File: src/rtl/pdad_pkg.sv
// Package of the PWM duty-cycle angle decoder.
// Holds field widths, event codes, constants and the command and status structs between controller and datapath.
// No dependencies; every other file of the block refers to it by scoped names.
package pdad_pkg;

	// Fixed widths of the channel and register fields.
	localparam int unsigned CAPTURE_W = 16;
	localparam int unsigned RELOAD_W  = 16;
	localparam int unsigned ANGLE_W   = 17;
	localparam int unsigned TICKS_W   = 16;

	// Width of the full-turn constant and the constant itself.
	localparam int unsigned TURN_W = 9;
	localparam logic [TURN_W-1:0] FULL_TURN_DEG = 9'd360;

	// Reset value of the capture reload register.
	localparam logic [RELOAD_W-1:0] RELOAD_RESET = 16'hFFFF;

	// Event kinds carried by the op field.
	localparam logic OP_CAPTURE = 1'b0;
	localparam logic OP_TIMEOUT = 1'b1;

	// Commands from the controller to the datapath.
	typedef struct packed {
		logic accept;  // an event is transferred in this cycle
		logic setup;   // form the dividend and latch the validity check
		logic step;    // retire one quotient bit
		logic load;    // move the finished result into the output register
	} pdad_cmd_t;

	// Status from the datapath to the controller.
	typedef struct packed {
		logic out_free;  // output register is empty or is being emptied
	} pdad_sts_t;

endpackage

File: src/rtl/pdad_capture_if.sv
// Capture event channel of the PWM duty-cycle angle decoder.
// Carries valid, ready and the event fields; depends on pdad_pkg for widths.
interface pdad_capture_if;

	logic                               valid;
	logic                               ready;
	logic                               op;
	logic [pdad_pkg::CAPTURE_W-1:0]     period_cap;
	logic [pdad_pkg::CAPTURE_W-1:0]     high_cap;

	modport source (output valid, op, period_cap, high_cap, input ready);
	modport sink   (input valid, op, period_cap, high_cap, output ready);

endinterface

File: src/rtl/pdad_result_if.sv
// Result channel of the PWM duty-cycle angle decoder.
// Carries valid, ready and the result fields; depends on pdad_pkg for widths.
interface pdad_result_if;

	logic                             valid;
	logic                             ready;
	logic                             angle_valid;
	logic [pdad_pkg::ANGLE_W-1:0]     angle;
	logic [pdad_pkg::TICKS_W-1:0]     period_len;
	logic [pdad_pkg::TICKS_W-1:0]     high_len;

	modport source (output valid, angle_valid, angle, period_len, high_len, input ready);
	modport sink   (input valid, angle_valid, angle, period_len, high_len, output ready);

endinterface

File: src/rtl/pwm_duty_angle_decoder_unit.sv
// PWM duty-cycle angle decoder. Each capture or timeout event transferred on the
// capture channel yields exactly one result: the stored period and high time and
// the angle high*360/period with ANGLE_FRAC_BITS fractional bits. After an event
// is transferred, a setup step forms the dividend, the radix-2 divider retires one
// quotient bit per cycle, and the result is loaded into the output register; one
// event is processed at a time, and the next event is taken in the cycle after the
// previous result enters the output register. A result held back by the receiver
// stalls the next event. The reload register may be written only while no event
// is in flight.
module pwm_duty_angle_decoder_unit #(
	parameter int unsigned TIMER_BITS      = 16,
	parameter int unsigned ANGLE_FRAC_BITS = 8
) (
	input  logic                              clk,
	input  logic                              arst_n,
	input  logic                              cfg_wr_en,
	input  logic [pdad_pkg::RELOAD_W-1:0]     cfg_wr_data,
	pdad_capture_if.sink                      capture,
	pdad_result_if.source                     result
);

	localparam int unsigned QUOT_W = pdad_pkg::TURN_W + ANGLE_FRAC_BITS;

	pdad_pkg::pdad_cmd_t cmd;
	pdad_pkg::pdad_sts_t sts;

	// Sequencer.
	pdad_ctrl #(
		.QUOT_W (QUOT_W)
	) u_ctrl (
		.clk      (clk),
		.arst_n   (arst_n),
		.in_valid (capture.valid),
		.in_ready (capture.ready),
		.sts      (sts),
		.cmd      (cmd)
	);

	// State, divider and output register.
	pdad_datapath #(
		.TIMER_BITS      (TIMER_BITS),
		.ANGLE_FRAC_BITS (ANGLE_FRAC_BITS)
	) u_datapath (
		.clk         (clk),
		.arst_n      (arst_n),
		.cfg_wr_en   (cfg_wr_en),
		.cfg_wr_data (cfg_wr_data),
		.cmd         (cmd),
		.sts         (sts),
		.op          (capture.op),
		.period_cap  (capture.period_cap),
		.high_cap    (capture.high_cap),
		.res_ready   (result.ready),
		.res_valid   (result.valid),
		.angle_valid (result.angle_valid),
		.angle       (result.angle),
		.period_len  (result.period_len),
		.high_len    (result.high_len)
	);

endmodule

File: src/rtl/pdad_ctrl.sv
// Controller of the PWM duty-cycle angle decoder: sequences accept, setup,
// the bit-serial division and delivery. Depends on pdad_pkg for the command and status structs.
module pdad_ctrl #(
	parameter int unsigned QUOT_W = 17
) (
	input  logic                  clk,
	input  logic                  arst_n,
	input  logic                  in_valid,
	output logic                  in_ready,
	input  pdad_pkg::pdad_sts_t   sts,
	output pdad_pkg::pdad_cmd_t   cmd
);

	localparam int unsigned CNT_W = $clog2(QUOT_W);

	typedef enum logic [1:0] {
		ST_IDLE,
		ST_SETUP,
		ST_DIVIDE,
		ST_DELIVER
	} state_t;

	state_t             state_q;
	logic [CNT_W-1:0]   bit_cnt_q;

	// Commands follow directly from the state and the handshake inputs.
	assign in_ready   = (state_q == ST_IDLE);
	assign cmd.accept = (state_q == ST_IDLE) && in_valid;
	assign cmd.setup  = (state_q == ST_SETUP);
	assign cmd.step   = (state_q == ST_DIVIDE);
	assign cmd.load   = (state_q == ST_DELIVER) && sts.out_free;

	// State register and quotient bit counter.
	always_ff @(posedge clk or negedge arst_n) begin
		if (!arst_n) begin
			state_q   <= ST_IDLE;
			bit_cnt_q <= '0;
		end else begin
			unique case (state_q)
				ST_IDLE: begin
					if (in_valid) begin
						state_q <= ST_SETUP;
					end
				end
				ST_SETUP: begin
					bit_cnt_q <= CNT_W'(QUOT_W - 1);
					state_q   <= ST_DIVIDE;
				end
				ST_DIVIDE: begin
					if (bit_cnt_q == '0) begin
						state_q <= ST_DELIVER;
					end else begin
						bit_cnt_q <= bit_cnt_q - 1'b1;
					end
				end
				ST_DELIVER: begin
					if (sts.out_free) begin
						state_q <= ST_IDLE;
					end
				end
				default: begin
					state_q <= ST_IDLE;
				end
			endcase
		end
	end

endmodule

File: src/rtl/pdad_datapath.sv
// Datapath of the PWM duty-cycle angle decoder: reload register, sync and
// measurement state, the radix-2 restoring divider and the output register.
// Depends on pdad_pkg; driven by commands from pdad_ctrl.
module pdad_datapath #(
	parameter int unsigned TIMER_BITS      = 16,
	parameter int unsigned ANGLE_FRAC_BITS = 8
) (
	input  logic                              clk,
	input  logic                              arst_n,
	input  logic                              cfg_wr_en,
	input  logic [pdad_pkg::RELOAD_W-1:0]     cfg_wr_data,
	input  pdad_pkg::pdad_cmd_t               cmd,
	output pdad_pkg::pdad_sts_t               sts,
	input  logic                              op,
	input  logic [pdad_pkg::CAPTURE_W-1:0]    period_cap,
	input  logic [pdad_pkg::CAPTURE_W-1:0]    high_cap,
	input  logic                              res_ready,
	output logic                              res_valid,
	output logic                              angle_valid,
	output logic [pdad_pkg::ANGLE_W-1:0]      angle,
	output logic [pdad_pkg::TICKS_W-1:0]      period_len,
	output logic [pdad_pkg::TICKS_W-1:0]      high_len
);

	localparam int unsigned TB     = TIMER_BITS;
	localparam int unsigned QUOT_W = pdad_pkg::TURN_W + ANGLE_FRAC_BITS;
	localparam int unsigned PROD_W = TB + pdad_pkg::TURN_W;
	localparam int unsigned DVD_W  = PROD_W + ANGLE_FRAC_BITS;

	logic [pdad_pkg::RELOAD_W-1:0]  reload_q;
	logic                           synced_q;
	logic                           meas_valid_q;
	logic [TB-1:0]                  period_q;
	logic [TB-1:0]                  high_q;

	logic                           ok_q;
	logic [TB-1:0]                  rem_q;
	logic [QUOT_W-1:0]              quot_q;

	logic                           res_valid_q;
	logic                           angle_valid_q;
	logic [pdad_pkg::ANGLE_W-1:0]   angle_q;
	logic [pdad_pkg::TICKS_W-1:0]   period_len_q;
	logic [pdad_pkg::TICKS_W-1:0]   high_len_q;

	logic [TB-1:0]                  reload_m;
	logic [TB-1:0]                  pcap_m;
	logic [TB-1:0]                  hcap_m;
	logic [PROD_W-1:0]              product;
	logic [DVD_W-1:0]               dividend;
	logic [TB:0]                    trial;
	logic [TB-1:0]                  diff;
	logic                           fits;

	// Reload and captures taken modulo the timer width.
	assign reload_m = TB'(reload_q);
	assign pcap_m   = TB'(period_cap);
	assign hcap_m   = TB'(high_cap);

	// Configuration register.
	always_ff @(posedge clk or negedge arst_n) begin
		if (!arst_n) begin
			reload_q <= pdad_pkg::RELOAD_RESET;
		end else if (cfg_wr_en) begin
			reload_q <= cfg_wr_data;
		end
	end

	// Sync and measurement state, updated when an event is transferred.
	always_ff @(posedge clk or negedge arst_n) begin
		if (!arst_n) begin
			synced_q     <= 1'b0;
			meas_valid_q <= 1'b0;
			period_q     <= '0;
			high_q       <= '0;
		end else if (cmd.accept) begin
			if (op == pdad_pkg::OP_TIMEOUT) begin
				synced_q     <= 1'b0;
				meas_valid_q <= 1'b0;
			end else if (synced_q) begin
				period_q     <= reload_m - pcap_m;
				high_q       <= reload_m - hcap_m;
				meas_valid_q <= 1'b1;
			end else begin
				synced_q <= 1'b1;
			end
		end
	end

	// Dividend high*360 scaled by the fractional bits.
	assign product  = PROD_W'(high_q) * PROD_W'(pdad_pkg::FULL_TURN_DEG);
	assign dividend = DVD_W'(product) << ANGLE_FRAC_BITS;

	// One restoring division step: shift in the next dividend bit, subtract if it fits.
	// The difference is below the period whenever it is used, so TB bits hold it.
	assign trial = {rem_q, quot_q[QUOT_W-1]};
	assign diff  = trial[TB-1:0] - period_q;
	assign fits  = (trial >= {1'b0, period_q});

	// Divider registers. Since high <= period the quotient fits in QUOT_W bits,
	// so the upper dividend bits start out as a partial remainder below the period.
	always_ff @(posedge clk) begin
		if (cmd.setup) begin
			ok_q   <= meas_valid_q && (period_q != '0) && (high_q <= period_q);
			rem_q  <= dividend[DVD_W-1:QUOT_W];
			quot_q <= dividend[QUOT_W-1:0];
		end else if (cmd.step) begin
			rem_q  <= fits ? diff : trial[TB-1:0];
			quot_q <= {quot_q[QUOT_W-2:0], fits};
		end
	end

	// Output register valid flag.
	always_ff @(posedge clk or negedge arst_n) begin
		if (!arst_n) begin
			res_valid_q <= 1'b0;
		end else if (cmd.load) begin
			res_valid_q <= 1'b1;
		end else if (res_ready) begin
			res_valid_q <= 1'b0;
		end
	end

	// Output register payload.
	always_ff @(posedge clk) begin
		if (cmd.load) begin
			angle_valid_q <= ok_q;
			angle_q       <= ok_q ? pdad_pkg::ANGLE_W'(quot_q) : '0;
			period_len_q  <= pdad_pkg::TICKS_W'(period_q);
			high_len_q    <= pdad_pkg::TICKS_W'(high_q);
		end
	end

	assign sts.out_free = !res_valid_q || res_ready;
	assign res_valid    = res_valid_q;
	assign angle_valid  = angle_valid_q;
	assign angle        = angle_q;
	assign period_len   = period_len_q;
	assign high_len     = high_len_q;

endmodule

File: src/flat_wrapper.sv
// flat-port wrapper written by rule: the top's interface ports become plain ports
module pwm_duty_angle_decoder_unit_flat 
#(
	parameter int unsigned TIMER_BITS      = 16,
	parameter int unsigned ANGLE_FRAC_BITS = 8
)
  (clk, arst_n, cfg_wr_en, cfg_wr_data, capture_valid, capture_op, capture_period_cap, capture_high_cap, capture_ready, result_valid, result_angle_valid, result_angle, result_period_len, result_high_len, result_ready);
  pdad_capture_if capture_i ();
  pdad_result_if result_i ();
  input  logic clk;
  input  logic arst_n;
  input  logic cfg_wr_en;
  input  logic [pdad_pkg::RELOAD_W-1:0] cfg_wr_data;
  input wire logic [$bits(capture_i.valid)-1:0] capture_valid;
  input wire logic [$bits(capture_i.op)-1:0] capture_op;
  input wire logic [$bits(capture_i.period_cap)-1:0] capture_period_cap;
  input wire logic [$bits(capture_i.high_cap)-1:0] capture_high_cap;
  output wire logic [$bits(capture_i.ready)-1:0] capture_ready;
  output wire logic [$bits(result_i.valid)-1:0] result_valid;
  output wire logic [$bits(result_i.angle_valid)-1:0] result_angle_valid;
  output wire logic [$bits(result_i.angle)-1:0] result_angle;
  output wire logic [$bits(result_i.period_len)-1:0] result_period_len;
  output wire logic [$bits(result_i.high_len)-1:0] result_high_len;
  input wire logic [$bits(result_i.ready)-1:0] result_ready;
  assign capture_i.valid = capture_valid;
  assign capture_i.op = capture_op;
  assign capture_i.period_cap = capture_period_cap;
  assign capture_i.high_cap = capture_high_cap;
  assign capture_ready = capture_i.ready;
  assign result_valid = result_i.valid;
  assign result_angle_valid = result_i.angle_valid;
  assign result_angle = result_i.angle;
  assign result_period_len = result_i.period_len;
  assign result_high_len = result_i.high_len;
  assign result_i.ready = result_ready;
  pwm_duty_angle_decoder_unit #(.TIMER_BITS(TIMER_BITS), .ANGLE_FRAC_BITS(ANGLE_FRAC_BITS)) u_core (.clk(clk), .arst_n(arst_n), .cfg_wr_en(cfg_wr_en), .cfg_wr_data(cfg_wr_data), .capture(capture_i), .result(result_i));
endmodule
File: config.mk
export PLATFORM = sky130hd
export DESIGN_NAME = pwm_duty_angle_decoder_unit_flat
export DESIGN_NICKNAME = d
export VERILOG_FILES = /design/src/rtl/pdad_pkg.sv /design/src/rtl/pdad_capture_if.sv /design/src/rtl/pdad_result_if.sv /design/src/rtl/pwm_duty_angle_decoder_unit.sv /design/src/rtl/pdad_ctrl.sv /design/src/rtl/pdad_datapath.sv /design/src/flat_wrapper.sv
export SDC_FILE = /design/constraint.sdc
export NUM_CORES = 1
export LEC_CHECK = 0
export BUFFER_PORTS_ARGS = -buffer_cell sky130_fd_sc_hd__buf_2
export CORE_MARGIN = 3
export CORE_UTILIZATION = 50
export DETAILED_ROUTE_END_ITERATION = 10
export GPL_TIMING_DRIVEN = 0
export HOLD_SLACK_MARGIN = 0.06
export PLACE_DENSITY = 0.7
export SYNTH_ARGS = -nofsm -noshare
export SYNTH_HDL_FRONTEND = slang
export SYNTH_SLANG_ARGS = --single-unit
export TNS_END_PERCENT = 30
File: constraint.sdc
create_clock -name clk -period 7.97 [get_ports clk]
set_input_delay 0.797 -clock clk [delete_from_list [all_inputs] [get_ports clk]]
set_output_delay 0.797 -clock clk [all_outputs]
set_load 0.01 [all_outputs]
Word-level counts from Yosys, hierarchy flattened
Index checks and enable logic that the tools add are counted.
{"block": "word_totals", "regBits": 142, "input_bits": 54, "out_inout_bits": 52, "elab_cells": 63}
{"block": "op_classes", "add_sub_neg": 4, "multipliers": 1, "n_lt_le_gt_ge": 2, "eq_ne": 7, "n_mux": 16, "n_bitwise": 1, "reduce_logical": 16}
{"op": "16-bit two-way mux", "n": 3}
{"op": "16-bit subtractor", "n": 3}
{"op": "17-bit two-way mux", "n": 2}
{"op": "16-bit by 6-bit multiplier with 22-bit output, second input constant", "n": 1}
{"op": "17-bit by 16-bit >= comparator with 1-bit output", "n": 1}
{"op": "16-bit <= comparator", "n": 1}
{"op": "16-bit nonzero test", "n": 1}
{"op": "5-bit case mux with 2 select lines", "n": 1}
{"op": "2-bit inequality test, second input constant", "n": 4}
{"op": "2-bit case mux with 4 select lines", "n": 1}
{"op": "2-bit two-way mux", "n": 3}
{"op": "3-bit AND reduction", "n": 2}
{"op": "2-bit nonzero test", "n": 3}
{"op": "5-bit logical NOT", "n": 1}
{"op": "1-bit two-way mux", "n": 5}
{"op": "5-bit two-way mux", "n": 1}
{"op": "5-bit by 1-bit subtractor with 5-bit output, second input constant", "n": 1}
{"op": "2-bit == test, second input constant", "n": 2}
{"op": "1-bit logical AND", "n": 4}
{"op": "2-bit AND reduction", "n": 2}
{"op": "2-bit by 1-bit == test with 1-bit output, second input constant", "n": 1}
{"op": "2-bit logical NOT", "n": 1}
{"op": "1-bit logical NOT", "n": 1}
{"op": "1-bit logical OR", "n": 1}
{"op": "1-bit NOT", "n": 1}

Logic depth before layout (Yosys ltp)
{"block": "logic_depth", "word_depth": 4, "depth_mapped": 16, "ltp_nobuf": 16}

Modules after synthesis
From an unflattened synthesis, not the netlist that was laid out.
{"block": "unflattened", "cells_unflattened": 971, "hier_area_um2": 9836.9}
{"mod": "pdad_datapath", "instances": 1, "cells_each": 927, "area_per_inst_um2": 9399.0}
{"mod": "pdad_ctrl", "instances": 1, "cells_each": 44, "area_per_inst_um2": 437.9}

Worst setup path before layout
OpenSTA, ideal clock, no wires.
{"block": "synth_timing", "kind": "reg-to-reg", "startpoint": "register u_core.u_datapath.high_q[4]", "endpoint": "register u_core.u_datapath.rem_q[10] (data pin)", "t_arrival_ns": 3.521, "slack_ns": 4.175, "stages_incl_launch_ff": 13, "n_path_buf": 0, "synth_period_minus_slack_ns": 3.795, "path_cell_list": "dfrtp_1 > ha_1 > fa_1 > fa_1 > ha_1 > nor2b_1 > o31a_1 > o211ai_1 > nand2_1 > a221o_1 > a211o_1 > o211ai_1 > a31oi_1"}
{"block": "synth_via", "elab_chain_len": 2}
{"item": "start: declaration", "line": "pdad_datapath.sv:34", "rtl": "logic [TB-1:0] high_q;"}
{"item": "start signal: assignment", "line": "pdad_datapath.sv:82", "rtl": "high_q <= reload_m - hcap_m;"}
{"item": "16-bit by 6-bit multiplier with 22-bit output", "line": "pdad_datapath.sv:91", "rtl": "assign product = PROD_W'(high_q) * PROD_W'(pdad_pkg::FULL_TURN_DEG);"}
{"item": "16-bit two-way mux", "line": "pdad_datapath.sv:103", "rtl": "if (cmd.setup) begin"}
{"item": "end signal: assignment", "line": "pdad_datapath.sv:105", "rtl": "rem_q <= dividend[DVD_W-1:QUOT_W];"}
{"item": "end signal: assignment", "line": "pdad_datapath.sv:108", "rtl": "rem_q <= fits ? diff : trial[TB-1:0];"}
{"item": "end: declaration", "line": "pdad_datapath.sv:37", "rtl": "logic [TB-1:0] rem_q;"}
No other way between the ends.
A chain may end at the register's enable or synchronous reset.

Worst setup path after layout
{"block": "layout_timing", "startpoint": "register u_core.u_datapath.high_q[1]", "endpoint": "register u_core.u_datapath.rem_q[14] (data pin)"}
Same word-level chain as after synthesis.

==> results.yml <==
timing:
  finalMaxSlewViolations: 0
  final_hold_viol_count: 0
  setup_viol: 0
  fmax_ghz: 0.229
  worst_slew_pin_slew_ns: 1.12
  finalSetupTns_ns: 0
  relSlewSlack_pct: 25.3
  fin_crit_ns: 4.36
  worst_clock_skew_ns: 0.00927
  rsz0062_at_grt: "no"
  fin_crit_sh_pct: 54.7
logic_synthesis:
  synth_area_um2: 9910
  ys_ff_latch: 142
  yosysMostFrequentCell: "ha_1"
  synth_top_cell_by_area: "edfxtp_1"
  seq_area_frac_synth_pct: 39.2
  ys_warn_count: 0
  synth.distinct_cells: 64
  ys_async_sr_fraction_pct: 40.8
  synth.cells.most_frequent: "115 x ha_1, 112 x inv_1, 76 x nand2_1"
  synth-edff-count: 73
  yosys_most_used_dff: "edfxtp_1"
  syn-num-nets: 1191
  syn_avg_cell_area_um2: 9.91
  synthCells: 1000
  yosysTopAreaCellShare_pct: 22.1
  synth_area_leaders: "edfxtp_1 22%, ha_1 15%, dfrtp_1 11%, fa_1 4.4%, dfstp_2 4.2%"
clock_network:
  clk_latency_ns: 0.42
  cts_hold_buf: 0
  path_clk_slew_ns: 0.07
  numCtsBuffers: 17
  post_cts_resized: 0
  cts.sinks: 142
  tritoncts: "yes"
  clockBufferDepth: 2
  cts-root-buf: "clkbuf_16"
  cts.htree.levels: 4
  postCtsSetupBuffers: 0
finish:
  regArea_um2: 3880
  drive_gt1_share_pct: 16.6
  fillCellCount: 1610
  syn2layout_area_growth_pct: 14.7
  antenna_cells: 0
  multi_input_area_um2: 5500
  nets: 1315
setup_path:
  crit_type: "reg2reg"
  reg2reg_from: "u_core.u_datapath.high_q[1]"
  cp-end-kind: "register"
  critPathLaunchType: "register"
  cp_data_arrival_time_ns: 4.53
  critPathMaxFanout: 6
  worstPathRequired_ns: 8.14
  crit_start: "u_core.u_datapath.high_q[1]"
floorplan:
  rows: 50
  die_y_um: 147
  coreArea_um2: 19100
  fp.dieW_um: 147
  floorplan.initialDensity_pct: 51.9
  dieArea_um2: 21500
  ios: 106
route:
  initialDrtViolationCount: 436
  vias_per_cell: 5.51
  final_antenna_net_count: 0
  drc_errors: 0
  drt_wl_total_um: 24100
  vias: 7698
  avgRoutedWirePerCell_um: 17.3
  dr.pass1.iters: 5
placed_design:
  place_hpwl_um: 18600
  globalplace.congestion: 0.900
  port_buffers: 104
min_path:
  hp-class: "in2async"
grt:
  grt_pass1_vias: 7570
  track_usage_pct: 22.5
  gr-total-overflow: 0
  grt_max_degree: 59
  grt_pass1_wl_um: 38800
  antenna_found_initial: 0
outcome:
  status: "completed"
flow_run:
  cap_violations: 0
area by class of cell:
cell class | instances | area share (%)
inverters | 112 | 3.70
clock inverters | 14 | 1.32
plain buffers | 25 | 0.990
clock buffers | 18 | 3.86
well taps | 260 | 2.86
multi-input cells | 721 | 48.3
repair buffers | 105 | 4.78
flip-flops and latches | 142 | 34.2
sequential cells by signal (all words and copies together) (netlist names), 5 cells and up:
name / cells
u_core.u_datapath.high_q: 16
u_core.u_datapath.period_q: 16
u_core.u_ctrl.bit_cnt_q: 5
u_core.u_datapath.period_len: 16
u_core.u_datapath.angle: 17
u_core.u_datapath.reload_m: 16
u_core.u_datapath.rem_q: 16
u_core.u_datapath.quot_q: 17
u_core.u_datapath.high_len: 16
per-layer routing:
metal,share of wire (%),vias to the layer above,GRT usage [%]
li1,-,3805,-
met1,46,3643,31.1
met2,45,203,34.8
met3,5.1,47,4.26
met4,3.5,0,9.60
met5,0,-,0
critical path, stage by stage (launching register included):
cell and delay, ns:
dfrtp_1 0.66, ha_1 0.36, ha_1 0.20, inv_1 0.06, fa_1 0.40, inv_1 0.07, ha_1 0.21, inv_1 0.07
fa_1 0.38, nor2b_1 0.27, o31a_1 0.22, o211ai_1 0.12, a21o_1 0.20, a221oi_1 0.42, o41ai_1 0.14, mux2i_1 0.14
a31o_1 0.21
placed cells by master, fill, tap and decap left out, drive strengths merged, types with 13 or more instances in the layout:
master / n
buf: 114
xnor2: 32
o21ai: 85
xor2: 25
nand2: 76
nand2b: 18
clkbuf: 34
o211ai: 17
dfrtp: 42
fa: 22
edfxtp: 73
ha: 115
nor2: 58
a31oi: 23
nor3: 20
and2: 21
inv: 119
nand3: 14
a21o: 14
mux2i: 13
mux2: 14
a21oi: 45
dfstp: 16
stage by stage:
stage | cell area [um^2] | instances | utilization, % | worst slack, ns | hold slack, ns
after floorplan | 9910 | 1000 | - | 4.17 | 0.459
after global routing | 11400 | 1397 | 59.6 | 3.37 | 0.505
after CTS | 11400 | 1397 | 59.6 | 3.63 | 0.496
final | 11400 | 1397 | 59.6 | 3.61 | 0.442
after global placement | 10800 | 1364 | 56.4 | 3.68 | 0.481
after detailed placement | 10800 | 1365 | 56.5 | 3.63 | 0.479
cells by family after synthesis:
kind of cell	share of synthesized area, %
flops	39.2
simple gates	12.9
xor+xnor	5.04
compound gates	15.6
fa+ha+maj	19.0
buf+inv	5.38
mux	2.90
final timing paths:
kind                                                  to  slack, ns  cells after the start
setup / recovery             u_core.u_datapath.rem_q[14]       3.61                     16
hold / removal               u_core.u_datapath.res_valid       0.44                      1
setup reg to reg             u_core.u_datapath.rem_q[14]       3.61                     16
hold reg to reg              u_core.u_datapath.quot_q[0]       0.49                      2
max in group asynchronous  u_core.u_datapath.period_q[3]       7.03                      1
min in group clk             u_core.u_datapath.quot_q[0]       0.49                      2
Power is not shown: default switching activity piles up to over one toggle a cycle in this logic, so the estimate is an artifact.
